==> src/rtl/bld_pkg.sv <==
package bld_pkg;

  // Field and register widths
  localparam int unsigned LevelsW   = 4;
  localparam int unsigned PeriodW   = 8;
  localparam int unsigned IntervalW = 10;
  localparam int unsigned StepW     = 7;
  localparam int unsigned BrightW   = 7;
  localparam int unsigned LedOutW   = 10;
  localparam int unsigned SelOutW   = 4;

  // Default LED count
  localparam int unsigned NumLedsDef = 10;

  // Product of period and brightness, and the scaled counter threshold
  localparam int unsigned ProdW = 16;
  localparam int unsigned PercentScale = 100;

  // Brightness ceiling in percent
  localparam logic [BrightW-1:0] BrightMax = BrightW'(PercentScale);

  // Button positions inside the level field
  localparam int unsigned BtnSelDown = 0;
  localparam int unsigned BtnSelUp   = 1;
  localparam int unsigned BtnDimDown = 2;
  localparam int unsigned BtnDimUp   = 3;

  // Configuration port
  localparam int unsigned CfgIdxW  = 2;
  localparam int unsigned CfgDataW = 10;

  localparam logic [CfgIdxW-1:0] CfgPwmPeriod      = CfgIdxW'(0);
  localparam logic [CfgIdxW-1:0] CfgSampleInterval = CfgIdxW'(1);
  localparam logic [CfgIdxW-1:0] CfgBrightStep     = CfgIdxW'(2);

  localparam logic [PeriodW-1:0]   PwmPeriodRst      = PeriodW'(20);
  localparam logic [IntervalW-1:0] SampleIntervalRst = IntervalW'(50);
  localparam logic [StepW-1:0]     BrightStepRst     = StepW'(10);

  // Selection and level of the panel, handed to the result stage
  typedef struct packed {
    logic [SelOutW-1:0] selected_led;
    logic [BrightW-1:0] selected_level;
  } panel_view_t;

endpackage

==> src/rtl/bld_if.sv <==
interface bld_in_if import bld_pkg::*; ();
  logic               valid;
  logic               ready;
  logic [LevelsW-1:0] button_levels;
  logic               run_panel;

  modport source (output valid, output button_levels, output run_panel, input ready);
  modport sink   (input valid, input button_levels, input run_panel, output ready);
endinterface

interface bld_out_if import bld_pkg::*; ();
  logic               valid;
  logic               ready;
  logic [LedOutW-1:0] led_outputs;
  logic [SelOutW-1:0] selected_led;
  logic [BrightW-1:0] selected_level;

  modport source (output valid, output led_outputs, output selected_led,
                  output selected_level, input ready);
  modport sink   (input valid, input led_outputs, input selected_led,
                  input selected_level, output ready);
endinterface

interface bld_cfg_if import bld_pkg::*; ();
  logic                valid;
  logic                ready;
  logic [CfgIdxW-1:0]  index;
  logic [CfgDataW-1:0] data;

  modport source (output valid, output index, output data, input ready);
  modport sink   (input valid, input index, input data, output ready);
endinterface

==> src/rtl/bld_panel.sv <==
module bld_panel import bld_pkg::*; #(
  parameter int unsigned NumLeds = NumLedsDef
) (
  input  logic                 clk_i,
  input  logic                 rst_ni,
  input  logic                 advance_i,
  input  logic [LevelsW-1:0]   button_levels_i,
  input  logic                 run_panel_i,
  input  logic [IntervalW-1:0] sample_interval_i,
  input  logic [StepW-1:0]     brightness_step_i,
  output logic [BrightW-1:0]   bright_o [NumLeds],
  output panel_view_t          view_o
);

  localparam int unsigned SelW = $clog2(NumLeds);

  logic [IntervalW-1:0] sample_cnt_q, sample_cnt_d;
  logic [LevelsW-1:0]   pressed_q, pressed_d;
  logic [1:0]           last_q, last_d;
  logic [SelW-1:0]      sel_q, sel_d;
  logic [BrightW-1:0]   bright_q [NumLeds];

  logic [IntervalW:0]   sample_next;
  logic                 rise_down, rise_up;
  logic [SelW-1:0]      sel_dn, sel_a, sel_up;
  logic [SelW:0]        sel_a_inc;
  logic [BrightW-1:0]   b_cur, b_dim, b_new;
  logic [BrightW:0]     b_sum;

  // Latch the inverted levels once per sample interval
  always_comb begin
    sample_next = {1'b0, sample_cnt_q} + (IntervalW+1)'(1);
    if (sample_next >= {1'b0, sample_interval_i}) begin
      sample_cnt_d = '0;
      pressed_d    = ~button_levels_i;
    end else begin
      sample_cnt_d = sample_next[IntervalW-1:0];
      pressed_d    = pressed_q;
    end
  end

  // Detect new presses of the selection buttons
  assign rise_down = run_panel_i && pressed_d[BtnSelDown] && !last_q[0];
  assign rise_up   = run_panel_i && pressed_d[BtnSelUp] && !last_q[1];
  assign last_d    = run_panel_i ? {pressed_d[BtnSelUp], pressed_d[BtnSelDown]} : last_q;

  // Move the selection down, then up, wrapping at both ends
  always_comb begin
    sel_dn    = (sel_q == '0) ? SelW'(NumLeds - 1) : sel_q - SelW'(1);
    sel_a     = rise_down ? sel_dn : sel_q;
    sel_a_inc = {1'b0, sel_a} + (SelW+1)'(1);
    sel_up    = (sel_a_inc >= (SelW+1)'(NumLeds)) ? '0 : sel_a_inc[SelW-1:0];
    sel_d     = rise_up ? sel_up : sel_a;
  end

  // Dim first, then brighten, saturating at zero and full
  always_comb begin
    b_cur = bright_q[sel_d];
    b_dim = b_cur;
    if (run_panel_i && pressed_d[BtnDimDown]) begin
      b_dim = (b_cur > brightness_step_i) ? b_cur - brightness_step_i : '0;
    end
    b_sum = {1'b0, b_dim} + {1'b0, brightness_step_i};
    b_new = b_dim;
    if (run_panel_i && pressed_d[BtnDimUp]) begin
      b_new = (b_sum > {1'b0, BrightMax}) ? BrightMax : b_sum[BrightW-1:0];
    end
  end

  // Hand the updated table to the PWM lanes
  for (genvar i = 0; i < NumLeds; i++) begin : g_bright
    assign bright_o[i] = (SelW'(i) == sel_d) ? b_new : bright_q[i];

    always_ff @(posedge clk_i or negedge rst_ni) begin
      if (!rst_ni) begin
        bright_q[i] <= '0;
      end else if (advance_i) begin
        bright_q[i] <= bright_o[i];
      end
    end
  end

  assign view_o.selected_led   = SelOutW'(sel_d);
  assign view_o.selected_level = b_new;

  // Hold panel state between transactions
  always_ff @(posedge clk_i or negedge rst_ni) begin
    if (!rst_ni) begin
      sample_cnt_q <= '0;
      pressed_q    <= '0;
      last_q       <= '0;
      sel_q        <= '0;
    end else if (advance_i) begin
      sample_cnt_q <= sample_cnt_d;
      pressed_q    <= pressed_d;
      last_q       <= last_d;
      sel_q        <= sel_d;
    end
  end

endmodule

==> src/rtl/bld_pwm.sv <==
module bld_pwm import bld_pkg::*; #(
  parameter int unsigned NumLeds = NumLedsDef
) (
  input  logic               clk_i,
  input  logic               rst_ni,
  input  logic               advance_i,
  input  logic [PeriodW-1:0] pwm_period_i,
  input  logic [BrightW-1:0] bright_i [NumLeds],
  output logic [NumLeds-1:0] leds_o
);

  logic [PeriodW-1:0] cnt_q, cnt_d;
  logic [PeriodW:0]   cnt_next;
  logic [ProdW-1:0]   threshold;

  // LED on while counter < floor(period * level / 100),
  // i.e. while period * level >= 100 * (counter + 1)
  assign cnt_next  = {1'b0, cnt_q} + (PeriodW+1)'(1);
  assign threshold = ProdW'(cnt_next) * ProdW'(PercentScale);

  for (genvar i = 0; i < NumLeds; i++) begin : g_lane
    logic [ProdW-1:0] prod;
    assign prod      = ProdW'(pwm_period_i) * ProdW'(bright_i[i]);
    assign leds_o[i] = (prod >= threshold);
  end

  // Advance the shared period counter, wrap at the period
  assign cnt_d = (cnt_next >= {1'b0, pwm_period_i}) ? '0 : cnt_next[PeriodW-1:0];

  always_ff @(posedge clk_i or negedge rst_ni) begin
    if (!rst_ni) begin
      cnt_q <= '0;
    end else if (advance_i) begin
      cnt_q <= cnt_d;
    end
  end

endmodule

==> src/rtl/button_led_pwm_dimmer.sv <==
// LED PWM dimmer with a four-button panel.
// in_i carries one transaction per 1 ms tick: the raw active-low button levels
// and run_panel, which runs the selection and brightness step for that tick.
// out_o returns one transaction per tick: the PWM drive bits of all LEDs, the
// selected LED index and its brightness in percent.
// cfg_i writes pwm_period (index 0), sample_interval (1) and brightness_step
// (2); other indexes are ignored. Its ready is always high. Write only while
// no transaction is in flight.
// A tick accepted on in_i is captured in the input register; its result is
// computed from that register and, once the result register is free, is
// captured there and shows on out_o. Throughput: one tick per cycle while
// out_o takes each result; the input register and the result register each
// move on as soon as the next stage is free.
// When out_o stalls, the result register holds, the input register fills, and
// in_i.ready drops only once both are occupied.
// Reset clears both pipeline stages, all brightness levels, the PWM and sample
// counters, the pressed flags and the selection, and restores the registers
// to period 20, sample interval 50 and step 10.
module button_led_pwm_dimmer import bld_pkg::*; #(
  parameter int unsigned NumLeds = NumLedsDef
) (
  input  logic  clk_i,
  input  logic  rst_ni,
  bld_in_if.sink    in_i,
  bld_out_if.source out_o,
  bld_cfg_if.sink   cfg_i
);

  logic [PeriodW-1:0]   pwm_period_q;
  logic [IntervalW-1:0] sample_interval_q;
  logic [StepW-1:0]     brightness_step_q;

  logic               in_v_q;
  logic [LevelsW-1:0] levels_q;
  logic               run_q;

  logic               out_v_q;
  logic [LedOutW-1:0] leds_out_q, leds_out_d;
  panel_view_t        view_q, view_d;

  logic               advance;
  logic [BrightW-1:0] bright [NumLeds];
  logic [NumLeds-1:0] leds;

  // Take configuration writes at any time
  assign cfg_i.ready = 1'b1;

  always_ff @(posedge clk_i or negedge rst_ni) begin
    if (!rst_ni) begin
      pwm_period_q      <= PwmPeriodRst;
      sample_interval_q <= SampleIntervalRst;
      brightness_step_q <= BrightStepRst;
    end else if (cfg_i.valid) begin
      unique case (cfg_i.index)
        CfgPwmPeriod:      pwm_period_q      <= cfg_i.data[PeriodW-1:0];
        CfgSampleInterval: sample_interval_q <= cfg_i.data[IntervalW-1:0];
        CfgBrightStep:     brightness_step_q <= cfg_i.data[StepW-1:0];
        default: ;
      endcase
    end
  end

  // Advance the input stage when the result register is free
  assign advance    = in_v_q && (!out_v_q || out_o.ready);
  assign in_i.ready = !in_v_q || advance;

  always_ff @(posedge clk_i or negedge rst_ni) begin
    if (!rst_ni) begin
      in_v_q <= 1'b0;
    end else if (in_i.ready) begin
      in_v_q <= in_i.valid;
    end
  end

  always_ff @(posedge clk_i) begin
    if (in_i.valid && in_i.ready) begin
      levels_q <= in_i.button_levels;
      run_q    <= in_i.run_panel;
    end
  end

  bld_panel #(.NumLeds(NumLeds)) u_panel (
    .clk_i             (clk_i),
    .rst_ni            (rst_ni),
    .advance_i         (advance),
    .button_levels_i   (levels_q),
    .run_panel_i       (run_q),
    .sample_interval_i (sample_interval_q),
    .brightness_step_i (brightness_step_q),
    .bright_o          (bright),
    .view_o            (view_d)
  );

  bld_pwm #(.NumLeds(NumLeds)) u_pwm (
    .clk_i        (clk_i),
    .rst_ni       (rst_ni),
    .advance_i    (advance),
    .pwm_period_i (pwm_period_q),
    .bright_i     (bright),
    .leds_o       (leds)
  );

  // Drop LEDs beyond the output field, zero-fill when there are fewer
  for (genvar j = 0; j < LedOutW; j++) begin : g_led_out
    if (j < NumLeds) begin : g_on
      assign leds_out_d[j] = leds[j];
    end else begin : g_off
      assign leds_out_d[j] = 1'b0;
    end
  end

  // Hold the result until the sink takes it
  always_ff @(posedge clk_i or negedge rst_ni) begin
    if (!rst_ni) begin
      out_v_q <= 1'b0;
    end else if (!out_v_q || out_o.ready) begin
      out_v_q <= in_v_q;
    end
  end

  always_ff @(posedge clk_i) begin
    if (advance) begin
      leds_out_q <= leds_out_d;
      view_q     <= view_d;
    end
  end

  assign out_o.valid          = out_v_q;
  assign out_o.led_outputs    = leds_out_q;
  assign out_o.selected_led   = view_q.selected_led;
  assign out_o.selected_level = view_q.selected_level;

endmodule
==> src/flat_wrapper.sv <==
// flat-port wrapper written by rule: the top's interface ports become plain ports
module button_led_pwm_dimmer_flat import bld_pkg::*;
#(
  parameter int unsigned NumLeds = NumLedsDef
)
  (clk_i, rst_ni, in_i_valid, in_i_button_levels, in_i_run_panel, in_i_ready, out_o_valid, out_o_led_outputs, out_o_selected_led, out_o_selected_level, out_o_ready, cfg_i_valid, cfg_i_index, cfg_i_data, cfg_i_ready);
  bld_in_if in_i_i ();
  bld_out_if out_o_i ();
  bld_cfg_if cfg_i_i ();
  input  logic clk_i;
  input  logic rst_ni;
  input wire logic [$bits(in_i_i.valid)-1:0] in_i_valid;
  input wire logic [$bits(in_i_i.button_levels)-1:0] in_i_button_levels;
  input wire logic [$bits(in_i_i.run_panel)-1:0] in_i_run_panel;
  output wire logic [$bits(in_i_i.ready)-1:0] in_i_ready;
  output wire logic [$bits(out_o_i.valid)-1:0] out_o_valid;
  output wire logic [$bits(out_o_i.led_outputs)-1:0] out_o_led_outputs;
  output wire logic [$bits(out_o_i.selected_led)-1:0] out_o_selected_led;
  output wire logic [$bits(out_o_i.selected_level)-1:0] out_o_selected_level;
  input wire logic [$bits(out_o_i.ready)-1:0] out_o_ready;
  input wire logic [$bits(cfg_i_i.valid)-1:0] cfg_i_valid;
  input wire logic [$bits(cfg_i_i.index)-1:0] cfg_i_index;
  input wire logic [$bits(cfg_i_i.data)-1:0] cfg_i_data;
  output wire logic [$bits(cfg_i_i.ready)-1:0] cfg_i_ready;
  assign in_i_i.valid = in_i_valid;
  assign in_i_i.button_levels = in_i_button_levels;
  assign in_i_i.run_panel = in_i_run_panel;
  assign in_i_ready = in_i_i.ready;
  assign out_o_valid = out_o_i.valid;
  assign out_o_led_outputs = out_o_i.led_outputs;
  assign out_o_selected_led = out_o_i.selected_led;
  assign out_o_selected_level = out_o_i.selected_level;
  assign out_o_i.ready = out_o_ready;
  assign cfg_i_i.valid = cfg_i_valid;
  assign cfg_i_i.index = cfg_i_index;
  assign cfg_i_i.data = cfg_i_data;
  assign cfg_i_ready = cfg_i_i.ready;
  button_led_pwm_dimmer #(.NumLeds(NumLeds)) u_core (.clk_i(clk_i), .rst_ni(rst_ni), .in_i(in_i_i), .out_o(out_o_i), .cfg_i(cfg_i_i));
endmodule
==> config.mk <==
export PLATFORM = sky130hd
export DESIGN_NAME = button_led_pwm_dimmer_flat
export DESIGN_NICKNAME = d
export VERILOG_FILES = /design/src/rtl/bld_pkg.sv /design/src/rtl/bld_if.sv /design/src/rtl/bld_panel.sv /design/src/rtl/bld_pwm.sv /design/src/rtl/button_led_pwm_dimmer.sv /design/src/flat_wrapper.sv
export SDC_FILE = /design/constraint.sdc
export NUM_CORES = 2
export LEC_CHECK = 0
export BUFFER_PORTS_ARGS = -buffer_cell sky130_fd_sc_hd__buf_4
export CAP_MARGIN = 25
export CORE_MARGIN = 1
export CORE_UTILIZATION = 63
export CTS_BUF_LIST = sky130_fd_sc_hd__clkbuf_4 sky130_fd_sc_hd__clkbuf_8
export DETAILED_ROUTE_END_ITERATION = 16
export PLACE_DENSITY_LB_ADDON = 0.3
export SLEW_MARGIN = 10
export SYNTH_ARGS = -nofsm -noshare
export SYNTH_HDL_FRONTEND = slang
export SYNTH_SLANG_ARGS = --single-unit
==> constraint.sdc <==
create_clock -name clk_i -period 18.5 [get_ports clk_i]
set_input_delay 2.775 -clock clk_i [delete_from_list [all_inputs] [get_ports clk_i]]
set_output_delay 2.775 -clock clk_i [all_outputs]
set_load 0.005 [all_outputs]
==> metrics <==
status finished clean; width of the die 224 um; gr usage total 0.367; met1 Use GR 0.458; Hold Startpoint u_core.levels_q[3]; largest net degree at the start of global routing 65; layer with the highest usage met2; Cell Area, Synth 31200 um^2; H-Tree Level Count 4; CTS tree yes; drt via density 6.28; io pins 46; area delta synth->final 4.30%; Most used DFF post-synth dfrtp_1; Max transition margin 0.255; most used cell along the critical path o21ai_0; Critical R2R Launch u_core.u_panel.sample_cnt_q[0]; DP Wirelength 66400 um; grt met3 use 0.0729; critical path class flip-flop to flip-flop; Hold Crit Class flip-flop to flip-flop; worst-margin pin slew 1.12 ns; Max stage delay cell, worst path o21ba_4; final net count 4330; Tcrit/Tclk final 0.921; Yosys top cell by area ha_1; FP Rows 81; largest family of logic cells by synthesized area adder cells; R2R Setup Slk 1.46 ns; CP startpoint kind flip-flop; hold depth 1; crit path time final 17.04 ns; Synth Area in Compound Gates 0.181; TritonCTS buffer count 17; initial antenna violation count 1; n_diodes 0; Setup Fix Bufs, Post-CTS 0; height of the die 224 um; area of the core 48800 um^2; fmax 0.0587 GHz; mean post-synth cell area 8.79 um^2; Slew Viols, Final 0; WL per Instance 21.5 um; Setup-failing EPs final 0; Post-route DRC 0; data arrival time of the worst path 17.32 ns; max-cap violations 0; DRT iter0 DRCs 2212; final wirelength 89700 um; layout cells sized above 1 0.0800; setup TNS 0 ns; clock skew 0.0316 ns; Antenna Violating Nets Remaining 0; I/O Buffers 44; syn nets 4389; GP Congestion 0.977; Pre-antenna DRT Iters 6; ys async rst share 0.828; Fin. Hold Viols 0; die area 50400 um^2; Hold Path End u_core.u_panel.pressed_q[3]; met2 Use GR 0.596; Yosys reg bits 151; CP endpoint kind flip-flop; CTS max path bufs 2; CP Max Fanout 57; FF-to-FF path depth 67; number of synthesized flops with an enable pin 26; post-synth cell types 98; cell count after synthesis 3545; via count 26100; Critical Path RT 18.78 ns; first-pass GRT wire length 144000 um; GR Overflow Total 0; Area contributors post-synth ha_1 (21%), fa_1 (19%), dfrtp_1 (9.5%); clock latency on the worst-skew pair 0.54 ns; post-synth top area share 0.211; post-synthesis sequential area ratio 0.126; mux contribution to synthesized area 0.0226; CTS root buf clkbuf_8; Slowest Stage Delay on Critical Path 0.82 ns; Initial Util 0.638; clock slew at reported path FFs 0.11 ns; Synth Area in Adders 0.401; XOR/XNOR Fraction of Synth Area 0.0410; Clock Sinks 151; RSZ-0062 raised after global routing no; RR Endpoint u_core.out_o.led_outputs[2]; YS warnings 0; vias in the first global route 26900; simple-gate share of the synthesized area 0.153
## sequential cells by signal, summed over array words and instances, names as in the netlist, 2 cells and up
signal                       flops
u_core.out_o.selected_level      7
u_core.brightness_step_q         7
u_core.u_panel.last_q            2
u_core.u_panel.bright_q         70
u_core.out_o.selected_led        4
u_core.u_panel.pressed_q         4
u_core.u_panel.sel_q             4
u_core.pwm_period_q              8
u_core.sample_interval_q        10
u_core.out_o.led_outputs        10
u_core.u_pwm.cnt_q               8
u_core.u_panel.sample_cnt_q     10
u_core.levels_q                  4
## metal layers
layer | vias to the layer above | wire length [um]
li1 | 11800 | -
met4 | 2 | 5370
met1 | 12800 | 35100
met3 | 290 | 7890
met2 | 1181 | 41300
met5 | - | 12
## critical path: cells and delay by family, from the launching register on
kind	cells	cell delay [ns]
AOI/OAI and AO/OA	33	8.01
xor gates and xnor gates	3	0.50
adders and majority gates	11	4.19
buffers and inverters	6	0.96
DFF	1	0.43
and+or+nand+nor	14	2.65
## metrics by stage
step                       util  std cells  instance area [um^2]  setup WS (ns)  hold WS, ns
after floorplan               -       3545                 31200           3.90        0.441
after global placement    0.657       4129                 32100           1.95        0.469
after detailed placement  0.658       4131                 32100           1.41        0.484
after CTS                 0.665       4163                 32500           1.35        0.505
after global routing      0.665       4163                 32500          0.186        0.530
final                     0.665       4163                 32500           1.46        0.506
## synthesized netlist by cell type, drive strengths merged, types with 32 or more instances
cell type  instances
xor2              56
mux2              50
fa               296
nor2             136
a21oi            267
and2             311
dfrtp            118
ha               526
clkbuf            90
nand3             32
xnor2             90
o21ai            237
a21o              91
nand2            287
o21a              84
o21bai            42
buf               75
inv              419
## how the worst max path moves through the flow
stage | start | end | slack (ns) | depth (start not counted)
after global routing | u_core.u_panel.sample_cnt_q[0] | u_core.out_o.led_outputs[2] | 0.19 | 67
final | u_core.u_panel.sample_cnt_q[0] | u_core.out_o.led_outputs[2] | 1.46 | 67
after global placement | u_core.u_panel.sample_cnt_q[0] | u_core.out_o.led_outputs[5] | 1.95 | 68
after floorplan | u_core.u_panel.sample_cnt_q[2] | u_core.out_o.led_outputs[7] | 3.90 | 70
after detailed placement | u_core.u_panel.sample_cnt_q[0] | u_core.out_o.led_outputs[7] | 1.41 | 69
after CTS | u_core.u_panel.sample_cnt_q[0] | u_core.out_o.led_outputs[7] | 1.35 | 69
## cell type report
type | instances | area, um^2
Fill cell | 4039 | 16300
Multi-Input combinational cell | 2809 | 25100
Tap cell | 664 | 831
Sequential cell | 151 | 3930
Inverter | 420 | 1580
Clock inverter | 14 | 131
Timing Repair Buffer | 87 | 661
Clock buffer | 18 | 241
## timing repair
item,CTS,global route
hold buffers,0,0
endpoints found under the hold margin,0,0
setup endpoints to repair,0,7
gates resized for setup,0,1
## kinds of logic (layout without fill, tap and decap cells)
kind of cell / after synthesis / count (layout)
other: 1 / 1
adders and majority gates: 822 / 822
muxes: 64 / 64
DFF: 151 / 151
AOI/OAI and AO/OA: 851 / 851
and+or+nand+nor: 925 / 925
buffers and inverters: 585 / 539
xor gates and xnor gates: 146 / 146
## cell usage in the layout, fill, tap and decap left out, drive strengths merged, types with 6 or more instances in the layout
master,synthesis,routed
ha,526,526
inv,419,428
and2,311,311
fa,296,296
nand2,287,287
a21oi,267,267
o21ai,237,237
nor2,136,136
dfrtp,118,118
a21o,91,91
xnor2,90,90
buf,75,87
o21a,84,84
xor2,56,56
mux2,50,50
o21bai,42,42
nand3,32,32
nor3,30,30
nand2b,29,29
nor2b,29,29
edfxtp,26,26
a211oi,22,22
o211ai,19,19
nand4,18,18
clkbuf,90,18
nor4,15,15
mux2i,14,14
o22ai,12,12
a31oi,10,10
nand3b,8,8
nand4b,8,8
and3,8,8
a32o,7,7
dfstp,7,7
a21boi,7,7
a2111oi,6,6
Power is not shown: default switching activity piles up to over one toggle a cycle in this logic, so the estimate is an artifact.
